## config.mk

```make
export PLATFORM = sky130hd
export DESIGN_NAME = pcfe_ctrl
export DESIGN_NICKNAME = d
export VERILOG_FILES = /design/src/rtl/pcfe_pkg.sv /design/src/rtl/pcfe_ctrl.sv
export SDC_FILE = /design/constraint.sdc
export NUM_CORES = 1
export LEC_CHECK = 0
export ABC_AREA = 1
export BUFFER_PORTS_ARGS = -buffer_cell sky130_fd_sc_hd__buf_2
export CORE_AREA = 2 2 39 41
export CTS_CLUSTER_DIAMETER = 200
export DETAILED_ROUTE_END_ITERATION = 12
export DIE_AREA = 0 0 41 43
export SLEW_MARGIN = 20
export SYNTH_ARGS = -nofsm -noshare
export SYNTH_HDL_FRONTEND = slang
export SYNTH_SLANG_ARGS = --single-unit
```

## constraint.sdc

```tcl
create_clock -name clk -period 1.2 [get_ports clk]
set_clock_uncertainty 0.05 [all_clocks]
set_input_delay 0.24 -clock clk [delete_from_list [all_inputs] [get_ports clk]]
set_output_delay 0.24 -clock clk [all_outputs]
set_load 0.005 [all_outputs]
```

## src/rtl/pcfe_pkg.sv

```systemverilog
// Shared constants, codes and controller/datapath interface types for the color fade engine.
package pcfe_pkg;

  // Grid geometry
  localparam int unsigned GRID_WIDTH  = 64;
  localparam int unsigned GRID_HEIGHT = 64;
  localparam int unsigned NUM_CELLS   = GRID_WIDTH * GRID_HEIGHT;
  localparam int unsigned ADDR_W      = (NUM_CELLS > 1) ? $clog2(NUM_CELLS) : 1;

  // Field widths
  localparam int unsigned CELL_W = 12;
  localparam int unsigned BYTE_W = 8;
  localparam int unsigned FRAC_W = 17;
  localparam int unsigned Q88_W  = 16;

  // Stream packing
  localparam int unsigned S_DATA_W = 56;
  localparam int unsigned M_DATA_W = 24;

  // Fixed-point constants
  localparam logic [FRAC_W-1:0] FRAC_ONE  = 17'd65536;
  localparam logic [Q88_W-1:0]  WHITE_Q88 = 16'd65280;

  // Command codes carried in tuser
  typedef enum logic [1:0] {
    OP_SET  = 2'd0,
    OP_TICK = 2'd1,
    OP_SNAP = 2'd2,
    OP_READ = 2'd3
  } op_t;

  // Controller states
  typedef enum logic [2:0] {
    ST_CLEAR,
    ST_IDLE,
    ST_DISPATCH,
    ST_SWEEP,
    ST_DRAIN,
    ST_RD_ADDR,
    ST_FINISH
  } state_t;

  // Controller to datapath
  typedef struct packed {
    logic load_item;
    logic clear_wr;
    logic clr_cnt;
    logic inc_cnt;
    logic sweep_rd;
    logic set_wr;
    logic cell_rd;
    logic load_out;
  } dp_cmd_t;

  // Datapath to controller
  typedef struct packed {
    op_t  op;
    logic cnt_last;
    logic pipe_busy;
  } dp_sts_t;

endpackage

```

## src/rtl/pcfe_ctrl.sv

```systemverilog
// Controller state machine: clearing pass, command dispatch, sweeps and result hand-off.
module pcfe_ctrl (
  input  logic              clk,
  input  logic              rst,
  input  logic              s_tvalid,
  output logic              s_tready,
  output logic              m_tvalid,
  input  logic              m_tready,
  input  pcfe_pkg::dp_sts_t sts,
  output pcfe_pkg::dp_cmd_t cmd
);
  import pcfe_pkg::*;

  state_t state;
  state_t state_next;
  logic   out_free;

  assign out_free = !m_tvalid || m_tready;

  // State register and result valid flag
  always_ff @(posedge clk) begin
    if (rst) begin
      state    <= ST_CLEAR;
      m_tvalid <= 1'b0;
    end else begin
      state <= state_next;
      if (cmd.load_out) begin
        m_tvalid <= 1'b1;
      end else if (m_tready) begin
        m_tvalid <= 1'b0;
      end
    end
  end

  // Next state
  always_comb begin
    state_next = state;
    case (state)
      ST_CLEAR: begin
        if (sts.cnt_last) state_next = ST_IDLE;
      end
      ST_IDLE: begin
        if (s_tvalid) state_next = ST_DISPATCH;
      end
      ST_DISPATCH: begin
        case (sts.op)
          OP_TICK, OP_SNAP: state_next = ST_SWEEP;
          OP_READ:          state_next = ST_RD_ADDR;
          default:          state_next = ST_FINISH;
        endcase
      end
      ST_SWEEP: begin
        if (sts.cnt_last) state_next = ST_DRAIN;
      end
      ST_DRAIN: begin
        if (!sts.pipe_busy) state_next = ST_FINISH;
      end
      ST_RD_ADDR: begin
        state_next = ST_FINISH;
      end
      ST_FINISH: begin
        if (out_free) state_next = ST_IDLE;
      end
      default: state_next = ST_IDLE;
    endcase
  end

  // Outputs
  always_comb begin
    cmd      = '0;
    s_tready = 1'b0;
    case (state)
      ST_CLEAR: begin
        cmd.clear_wr = 1'b1;
        cmd.inc_cnt  = 1'b1;
      end
      ST_IDLE: begin
        s_tready      = 1'b1;
        cmd.load_item = s_tvalid;
      end
      ST_DISPATCH: begin
        cmd.clr_cnt = 1'b1;
        cmd.set_wr  = (sts.op == OP_SET);
      end
      ST_SWEEP: begin
        cmd.sweep_rd = 1'b1;
        cmd.inc_cnt  = 1'b1;
      end
      ST_RD_ADDR: begin
        cmd.cell_rd = 1'b1;
      end
      ST_FINISH: begin
        cmd.load_out = out_free;
      end
      default: begin
        cmd = '0;
      end
    endcase
  end

  // Accepted item always moves on to dispatch
  a_accept_dispatch: assert property (@(posedge clk) disable iff (rst)
    s_tvalid && s_tready |=> state == ST_DISPATCH)
    else $error("accepted item not dispatched");

  // A result is never loaded over one still waiting
  a_load_free: assert property (@(posedge clk) disable iff (rst)
    cmd.load_out |-> (!m_tvalid || m_tready))
    else $error("result overwritten");

  // Last sweep address leads into the drain
  a_sweep_drain: assert property (@(posedge clk) disable iff (rst)
    state == ST_SWEEP && sts.cnt_last |=> state == ST_DRAIN)
    else $error("sweep did not end in drain");

  // Nothing accepted during the clearing pass
  a_clear_block: assert property (@(posedge clk) disable iff (rst)
    state == ST_CLEAR |-> !s_tready)
    else $error("item accepted during clear");

endmodule

```

==> results of run 1 <==
==> worst max-delay path: stages, from the launching register on <==
cell     delay, ns
dfxtp_4       0.40
inv_6         0.06
nor2_4        0.12
nand2_2       0.09
nor2_1        0.08
buf_2         0.11
==> registers in the layout, summed over array words and instances (netlist names) <==
register,count
state,3
m_tvalid,1
==> worst paths after layout <==
| path | start | depth (start not counted) | endpoint |
|---|---|---|---|
| worst max register to register | state[2] | 8 | state[1] |
| worst max-delay path | state[1] | 5 | cmd[2] |
| worst min-delay path | rst | 2 | m_tvalid |
| worst min register to register | state[0] | 2 | state[0] |
==> synth_stat cells <==
library cell	n
buf_6	1
inv_2	2
o211ai_1	1
nand3_1	6
nor2_2	2
dfxtp_1	4
ha_1	3
nand3_2	1
o21ai_0	1
nand2_2	1
a21oi_1	3
nor2_4	1
inv_1	18
nand2_1	19
nor3_1	1
nor2_1	14
==> routing by layer <==
| metal | up-vias | part of all wire [%] |
|---|---|---|
| met2 | 15 | 53 |
| met4 | 0 | 0.66 |
| met5 | - | 0 |
| met1 | 199 | 40 |
| li1 | 280 | - |
| met3 | 2 | 5.7 |
==> logic make-up (layout without fill, tap and decap cells) <==
family          after synthesis  after routing  synth area share, %
simple gates                 45             45                 46.2
buf+inv                      21             46                 20.1
compound gates                5              5                 6.39
flops                         4              4                 18.6
fa+ha+maj                     3              3                 8.72
==> cell usage in the layout, fill, tap and decap left out <==
cell      synthesis  layout
a21oi_1           3       3
buf_2             0      16
buf_4             0       4
buf_6             1       3
clkbuf_4          0       3
dfxtp_1           4       1
dfxtp_2           0       1
dfxtp_4           0       2
ha_1              3       3
inv_1            18      15
inv_2             2       3
inv_6             0       1
inv_8             0       1
nand2_1          19      18
nand2_2           1       2
nand3_1           6       5
nand3_2           1       1
nand3_4           0       1
nor2_1           14      11
nor2_2            2       3
nor2_4            1       3
nor3_2            0       1
o211ai_1          1       1
o21ai_0           1       1
==> metrics by stage <==
stage,cell area (um2),utilization [%]
2_1_floorplan,430,-
3_3_place_gp,547,39.5
3_5_place_dp,547,39.5
4_1_cts,619,44.8
5_1_grt,664,48.0
6_report,664,48.0
==> final cells by class <==
type                    count  area (um2)
flip-flops and latches      4        88.8
fillers                   160         719
well taps                  16        20.0
clock buffers               3        22.5
multi-input cells          53         302
inverters                  20        87.6
repair buffers             23         144
==> power groups by stage <==
stage,sequential [mW],clock (mW),combinational (mW)
final,0.318,0.167,1.13
after global routing,0.326,0.184,1.30
after CTS,0.291,0.176,1.01
after detailed placement,0.263,0,0.885
after global placement,0.260,0,0.885
after floorplan,0.243,0,0.645
==> repair_timing <==
action / 4_1_cts / 5_1_grt
buffers inserted: 2 / 1
hold endpoints to repair: 0 / 0
pin swaps: 2 / 2
setup endpoints to repair: 12 / 12
resized for setup: 13 / 12
==> results.py, run 1 <==
metrics = {
    "run_status": {
        "status": "complete, but fails checks",
        "violations": "setup timing",
    },
    "routing": {
        "drc": 0,
        "wl_per_cell_um": 8.95,
        "viasPerCell": 4.17,
        "routed_wl_um": 1070,
        "vias": 496,
        "drt_pass1_iterations": 4,
        "ant_nets": 0,
        "drt-initial-drc-count": 7,
    },
    "clock_network": {
        "cts_hold_buf": 0,
        "cts_htree_levels": 1,
        "cts-buffers-inserted": 3,
        "clk_pin_slew_ns": 0.04,
        "cts_root_buf": "clkbuf_4",
        "cts_tree": "yes",
        "clk_latency_ns": 0.24,
        "cts_max_path_buffers": 2,
        "cts.sinks": 4,
    },
    "synth": {
        "synth.area.top_cells": "dfxtp_1 19%, nand2_1 17%, inv_1 16%",
        "syn_nets": 89,
        "synth_seq_cells": 4,
        "yosys.cell_types.count": 16,
        "avgSynthCellArea_um2": 5.52,
        "syn_inst": 78,
        "synth-seq-area-share_pct": 18.6,
        "post-synth-top-area-cell": "dfxtp_1",
        "netlist.area_leader.share_pct": 18.6,
        "syn_area_um2": 430,
        "yosysWarningCount": 0,
    },
    "power": {
        "seqPwrFrac_pct": 19.7,
        "combPwrFrac_pct": 70.0,
        "power_density_nw_per_um2": 2430,
        "total_power_mw": 1.62,
        "p_leak_nw": 0.397,
        "p_int_uw": 838,
        "switchingPower_uw": 779,
        "peakVddDrop_mv": 0.715,
        "sw_frac_of_total_pct": 48.2,
        "pwr-share-clk_pct": 10.3,
    },
    "sta": {
        "drv_slew": 0,
        "fin_setup_tns_ns": -1.12,
        "timing_hold_violations_final": 0,
        "finalWorstSetupSlack_ns": -0.183,
        "period_needed_ns": 1.38,
        "whs_ns": 0.135,
        "setup_violations": 12,
        "worst_pin_slew_ns": 0.219,
        "rsz0062_at_grt": "yes",
        "max_freq_mhz": 723,
        "fin_crit_sh_pct": 115,
        "max-slew-margin-rel_pct": 85.2,
    },
    "placed_design": {
        "pre_cts_ws_ns": -0.0866,
        "hpwl_um": 826,
        "place_inst": 113,
        "numPortBuffers": 17,
        "finalWeightedCongestion": 0.764,
    },
    "setup_path": {
        "crit_fanout": 6,
        "startpoint_type": "register",
        "worstSetupEndpointType": "output port",
        "worst-setup-path-type": "reg2out",
        "arrival_ns": 1.09,
        "required_ns": 0.91,
        "ff2ff_setup_slack_ns": -0.06,
    },
    "hold_path": {
        "hold_path_class": "in2reg",
    },
    "layout": {
        "fin_cells": 119,
        "drive_above_1_share_pct": 43.7,
        "layout.nets": 116,
        "areaGrowthSynthToFinish_pct": 54.4,
        "antenna_cells": 0,
    },
    "grt": {
        "antenna_found_initial": 0,
        "grt_max_degree": 8,
        "use_met3_pct": 3.14,
        "grt_use_met2_pct": 24.1,
        "grt_first_pass_wirelength_um": 1720,
        "use_met1_pct": 15.3,
        "grt_pass1_vias": 469,
        "grt_overflow_total": 0,
        "busiest_layer": "met2",
        "grtUsageTotal_pct": 14.0,
    },
    "floorplanning": {
        "start_util_pct": 31.1,
        "io_pins": 18,
        "dieArea_um2": 1760,
        "die_h_um": 43,
        "core_area_um2": 1380,
        "rows": 14,
        "die_w_um": 41,
    },
    "flow_run": {
        "drv_cap": 0,
    },
}
(Power assumes the default switching activity.)
==> inputs of run 2 (changes only) <==
Settings changed: ABC_AREA 1 to not set.
Clock period 1.2 ns to 1.1 ns, I/O delays scaled along.
==> run 2 against run 1 <==
Compared with the run above: core utilization up 7.0 points; final cell count decreased by 13%; combinational power up 14%; non-clock buffer count is 12 higher; critical path depth is 1 lower; die area stayed put; clock-buffer cell count unchanged; the run still ends with setup timing left; sequential power down 13%; first-iteration DRC count is 43% higher.
==> results.py, run 2 <==
metrics = {
    "run_status": {
        "status": "complete, but fails checks",
        "violations": "setup timing",
    },
    "layout": {
        "reg.largest.list": "state: 3 flops, m_tvalid: 1 flops",
        "layout.nets": 100,
        "areaGrowthSynthToFinish_pct": 79.4,
        "drive_above_1_share_pct": 64.4,
        "multi_input_area_um2": 378,
        "layout_commonest_cell": "buf_2",
        "post-route-util_pct": 55.0,
        "max_flop_register": "state",
        "most-common-layout-cells": "18 x buf_2, 11 x buf_4, 6 x nor2_1, 6 x buf_6, 4 x and2_1",
        "regArea_um2": 88.8,
        "fill_cells": 123,
        "antenna_cells": 0,
        "largest_register_ffs": 3,
    },
    "power": {
        "p_leak_nw": 0.398,
        "peakVddDrop_mv": 1.03,
        "power_density_nw_per_um2": 2310,
        "total_power_mw": 1.76,
    },
    "grt": {
        "use_met1_pct": 15.1,
        "grt_overflow_total": 0,
        "antenna_found_initial": 0,
        "busiest_layer": "met2",
        "grt_pass1_vias": 480,
        "grtUsageTotal_pct": 16.3,
        "grt_use_met2_pct": 27.8,
        "grt_max_degree": 9,
        "grt_first_pass_wirelength_um": 1930,
        "use_met3_pct": 8.90,
    },
    "routing": {
        "wl_per_cell_um": 12.7,
        "viasPerCell": 4.89,
        "routed_wl_um": 1310,
        "ant_nets": 0,
        "vias": 504,
        "drt-initial-drc-count": 10,
        "drt_pass1_iterations": 4,
        "drc": 0,
    },
    "synth": {
        "synth_flop_cell": "dfxtp_1",
        "synth_edf_count": 0,
        "syn_area_um2": 424,
        "synth.most_common_cell": "nor2_1",
        "post-synth-top-area-cell": "dfxtp_1",
        "syn_nets": 64,
        "yosysWarningCount": 0,
        "synthTopCellsByCount": "7 x nor2_1, 5 x nor2b_1, 4 x and2_1, 4 x dfxtp_1",
        "avgSynthCellArea_um2": 8.00,
        "netlist.area_leader.share_pct": 18.9,
        "synthArstFlopShare_pct": 0,
        "syn_inst": 53,
        "yosys.cell_types.count": 27,
        "synth.area.top_cells": "dfxtp_1 19%, ha_1 8.8%, nor2b_1 7.4%",
        "synth_seq_cells": 4,
        "synth-seq-area-share_pct": 18.9,
    },
    "setup_path": {
        "cp-startpoint": "state[1]",
        "required_ns": 0.83,
        "arrival_ns": 1.09,
        "worstSetupEndpointType": "output port",
        "crit_fanout": 3,
        "r2r-start": "state[2]",
        "startpoint_type": "register",
        "worst-setup-path-type": "reg2out",
    },
    "clock_network": {
        "cts.sinks": 4,
        "cts-buffers-inserted": 3,
        "cts_tree": "yes",
        "clk_latency_ns": 0.24,
        "cts_htree_levels": 1,
        "cts_root_buf": "clkbuf_4",
        "cts_max_path_buffers": 2,
        "clk_pin_slew_ns": 0.04,
    },
    "floorplanning": {
        "rows": 14,
        "core_area_um2": 1380,
        "io_pins": 18,
        "start_util_pct": 30.7,
        "dieArea_um2": 1760,
        "die_w_um": 41,
        "die_h_um": 43,
    },
    "sta": {
        "fin_crit_sh_pct": 123,
        "rsz0062_at_grt": "yes",
        "setup_violations": 11,
        "period_needed_ns": 1.36,
        "fin_setup_tns_ns": -2.29,
        "finalWorstSetupSlack_ns": -0.256,
        "max_freq_mhz": 737,
        "drv_slew": 0,
        "timing_hold_violations_final": 0,
        "max-slew-margin-rel_pct": 80.9,
        "worst_pin_slew_ns": 0.284,
    },
    "placed_design": {
        "numPortBuffers": 17,
        "hpwl_um": 751,
        "finalWeightedCongestion": 0.737,
    },
    "hold_path": {
        "min-delay-start": "rst",
        "hold_path_class": "in2reg",
    },
    "flow_run": {
        "drv_cap": 0,
    },
}
[run 2: stage by stage]
| step | setup WS [ns] | hold slack (ns) | cell area [um2] | cells |
|---|---|---|---|---|
| finish | -0.256 | 0.188 | 761 | 103 |
| CTS | -0.254 | 0.156 | 727 | 102 |
| floorplan | -0.0791 | 0.242 | 427 | 53 |
| global route | -0.329 | 0.204 | 761 | 103 |
| global placement | -0.172 | 0.418 | 552 | 89 |
| detailed placement | -0.207 | 0.422 | 552 | 89 |
[run 2: critical path, stage by stage (launching register included)]
cell and delay, ns:
dfxtp_2 0.34, nor2b_4 0.16, nor2b_4 0.14, and2_1 0.11, buf_2 0.10
[run 2: per-layer routing]
metal | vias up | share of wire (%) | wire length, um
li1 | 249 | - | -
met1 | 236 | 39 | 515
met2 | 17 | 52 | 684
met3 | 2 | 7.4 | 97
met4 | 0 | 0.99 | 13
met5 | - | 0 | 0
[run 2: cells by family after synthesis]
| logic type | share of synthesized area, % |
|---|---|
| flops | 18.9 |
| mux | 4.72 |
| fa+ha+maj | 8.85 |
| xor+xnor | 2.07 |
| buf+inv | 10.3 |
| simple gates | 34.5 |
| compound gates | 20.6 |
[run 2: cell type report]
type / instances / share of cell area [%]
well taps: 16 / 2.63
clock buffers: 3 / 2.96
multi-input cells: 42 / 49.7
flip-flops and latches: 4 / 11.7
repair buffers: 35 / 31.6
inverters: 3 / 1.48
[run 2: final timing paths]
| check | end | slack, ns | depth (start not counted) |
|---|---|---|---|
| worst min-delay path | state[2] | 0.19 | 2 |
| worst min register to register | state[0] | 0.54 | 2 |
| worst max-delay path | cmd[2] | -0.26 | 4 |
| worst max register to register | state[0] | -0.25 | 6 |
[run 2: repair_timing]
| item | CTS | global route |
|---|---|---|
| resized for setup | 21 | 6 |
| setup endpoints to repair | 12 | 12 |
| endpoints found under the hold margin | 0 | 0 |
| pin swaps | 10 | 2 |
| buffers inserted | 9 | 1 |
| hold buffers | 0 | 0 |
| cloned | 1 | 0 |
[run 2: report_power, final]
part | leakage, nW | switching [mW] | internal, mW
combinational | 0.350 | 0.574 | 0.718
clock | 0.0138 | 0.0663 | 0.122
sequential | 0.0345 | 0.0679 | 0.208
==> inputs of run 3 (changes only) <==
==> constraint.sdc (replaced) <==
create_clock -name clk -period 1.1 [get_ports clk]
set_clock_uncertainty 0.05 [all_clocks]
set_input_delay 0.11 -clock clk [delete_from_list [all_inputs] [get_ports clk]]
set_output_delay 0.11 -clock clk [all_outputs]
set_load 0.005 [all_outputs]
==> run 3 against run 2 <==
Compared with the run above: the run still ends with setup timing left; flip-flop and latch count stayed put; combinational power is essentially flat; non-clock buffer count grew 1; first-iteration DRC count decreased by 80%; worst setup slack better by 0.067 ns; final cell count grew 0.97%; global-route usage is 2.8 points lower; design area is 3.8% higher; die area did not move; critical path depth did not move; sequential power grew 2%; largest cell class unchanged; critical endpoint is now state[1].
==> results.py, run 3 (synthesized netlist as in run 2, its figures left out) <==
metrics = {
    "flow_run": {
        "drv_cap": 0,
    },
    "routing": {
        "ant_nets": 0,
        "routed_wl_um": 1110,
        "drt_pass1_iterations": 3,
        "drt-initial-drc-count": 2,
        "wl_per_cell_um": 10.7,
        "viasPerCell": 4.57,
        "vias": 475,
        "drc": 0,
    },
    "layout": {
        "layout.nets": 101,
        "most-common-layout-cells": "15 x buf_2, 11 x buf_4, 10 x buf_6, 6 x nor2_1",
        "antenna_cells": 0,
        "drive_above_1_share_pct": 64.8,
        "max_flop_register": "state",
        "areaGrowthSynthToFinish_pct": 86.1,
        "largest_register_ffs": 3,
        "fill_cells": 124,
        "reg.largest.list": "state: 3 flops, m_tvalid: 1 flops",
        "layout_commonest_cell": "buf_2",
        "post-route-util_pct": 57.1,
    },
    "floorplanning": {
        "die_h_um": 43,
        "dieArea_um2": 1760,
        "rows": 14,
        "io_pins": 18,
        "core_area_um2": 1380,
        "start_util_pct": 30.7,
        "die_w_um": 41,
    },
    "clock_network": {
        "clk_latency_ns": 0.23,
        "cts_tree": "yes",
        "cts_htree_levels": 1,
        "clk_pin_slew_ns": 0.04,
        "cts_hold_buf": 0,
        "cts-buffers-inserted": 3,
        "cts_max_path_buffers": 2,
        "cts_root_buf": "clkbuf_4",
        "cts.sinks": 4,
    },
    "grt": {
        "grt_max_degree": 7,
        "antenna_found_initial": 0,
        "grtUsageTotal_pct": 13.5,
        "grt_overflow_total": 0,
        "grt_pass1_vias": 404,
        "grt_first_pass_wirelength_um": 1560,
    },
    "power": {
        "combPwrFrac_pct": 74.0,
        "sw_frac_of_total_pct": 37.4,
        "p_leak_nw": 0.414,
        "switchingPower_uw": 664,
        "pwr-share-clk_pct": 10.1,
        "p_int_mw": 1.11,
        "total_power_mw": 1.77,
        "power_density_nw_per_um2": 2250,
        "peakVddDrop_mv": 1.27,
        "seqPwrFrac_pct": 15.8,
    },
    "sta": {
        "drv_slew": 0,
        "max_freq_mhz": 775,
        "finalWorstSetupSlack_ns": -0.190,
        "setup_violations": 12,
        "period_needed_ns": 1.29,
        "fin_setup_tns_ns": -1.70,
        "rsz0062_at_grt": "yes",
        "timing_hold_violations_final": 0,
        "worst_pin_slew_ns": 0.315,
        "fin_crit_sh_pct": 117,
        "max-slew-margin-rel_pct": 78.8,
    },
    "setup_path": {
        "worstSetupEndpointType": "register",
        "worst-setup-path-type": "reg2reg",
        "required_ns": 1.22,
        "arrival_ns": 1.41,
        "startpoint_type": "register",
        "crit_fanout": 4,
    },
    "placed_design": {
        "numPortBuffers": 17,
        "hpwl_um": 769,
        "finalWeightedCongestion": 0.732,
    },
    "run_status": {
        "status": "complete, but fails checks",
        "violations": "setup timing",
    },
    "hold_path": {
        "hold_path_class": "in2reg",
    },
}
==> run 3: changes by cell type in the layout (fill, tap and decap cells not counted), sizes merged <==
cell,change
buf,+1
==> run 3: final cells by class <==
| cell class | instances | area [um2] | area share (%) |
|---|---|---|---|
| multi-input cells | 42 | 374 | 47.4 |
| repair buffers | 36 | 270 | 34.2 |
| flip-flops and latches | 4 | 91.3 | 11.6 |
| clock buffers | 3 | 22.5 | 2.85 |
| well taps | 16 | 20.0 | 2.54 |
| inverters | 3 | 11.3 | 1.43 |
==> run 3: worst max-delay path: stages (launching register included) <==
cell and delay, ns:
dfxtp_4 0.35, buf_6 0.12, or3b_4 0.39, o21ai_4 0.18, o21a_1 0.13
==> run 3: timing repair <==
item | CTS | global route
setup buffers | 5 | 3
resized for setup | 18 | 14
setup endpoints to repair | 12 | 12
pin swaps | 10 | 6
==> run 3: through the flow <==
| step | instance area [um2] | worst slack (ns) | hold WS [ns] | cells |
|---|---|---|---|---|
| floorplan | 427 | -0.0791 | 0.132 | 53 |
| global placement | 582 | -0.214 | 0.312 | 93 |
| detailed placement | 582 | -0.185 | 0.304 | 93 |
| CTS | 704 | -0.213 | 0.0560 | 101 |
| global route | 790 | -0.261 | 0.0819 | 104 |
| finish | 790 | -0.190 | 0.0750 | 104 |
==> run 3: final timing paths <==
| kind | slack [ns] | start | to | cells after the start |
|---|---|---|---|---|
| worst min-delay path | 0.08 | rst | state[2] | 2 |
| worst max register to register | -0.19 | state[0] | state[1] | 4 |
| worst max-delay path | -0.19 | state[0] | state[1] | 4 |
| worst min register to register | 0.54 | state[2] | state[2] | 2 |
==> run 3: metal layers <==
| metal | track usage (%) | vias to the layer above | part of all wire [%] |
|---|---|---|---|
| li1 | - | 251 | - |
| met1 | 13.5 | 211 | 37 |
| met2 | 22.5 | 13 | 57 |
| met3 | 7.85 | 0 | 6.0 |
| met4 | 4.00 | 0 | 0 |
| met5 | 0 | - | 0 |
==> run 3: power groups by stage <==
stage	Clock, mW	Sequential [mW]	Combinational (mW)
after floorplan	0	0.215	0.569
after global placement	0	0.256	0.874
after detailed placement	0	0.255	0.877
after CTS	0.188	0.261	1.15
after global routing	0.208	0.289	1.44
final	0.180	0.281	1.31
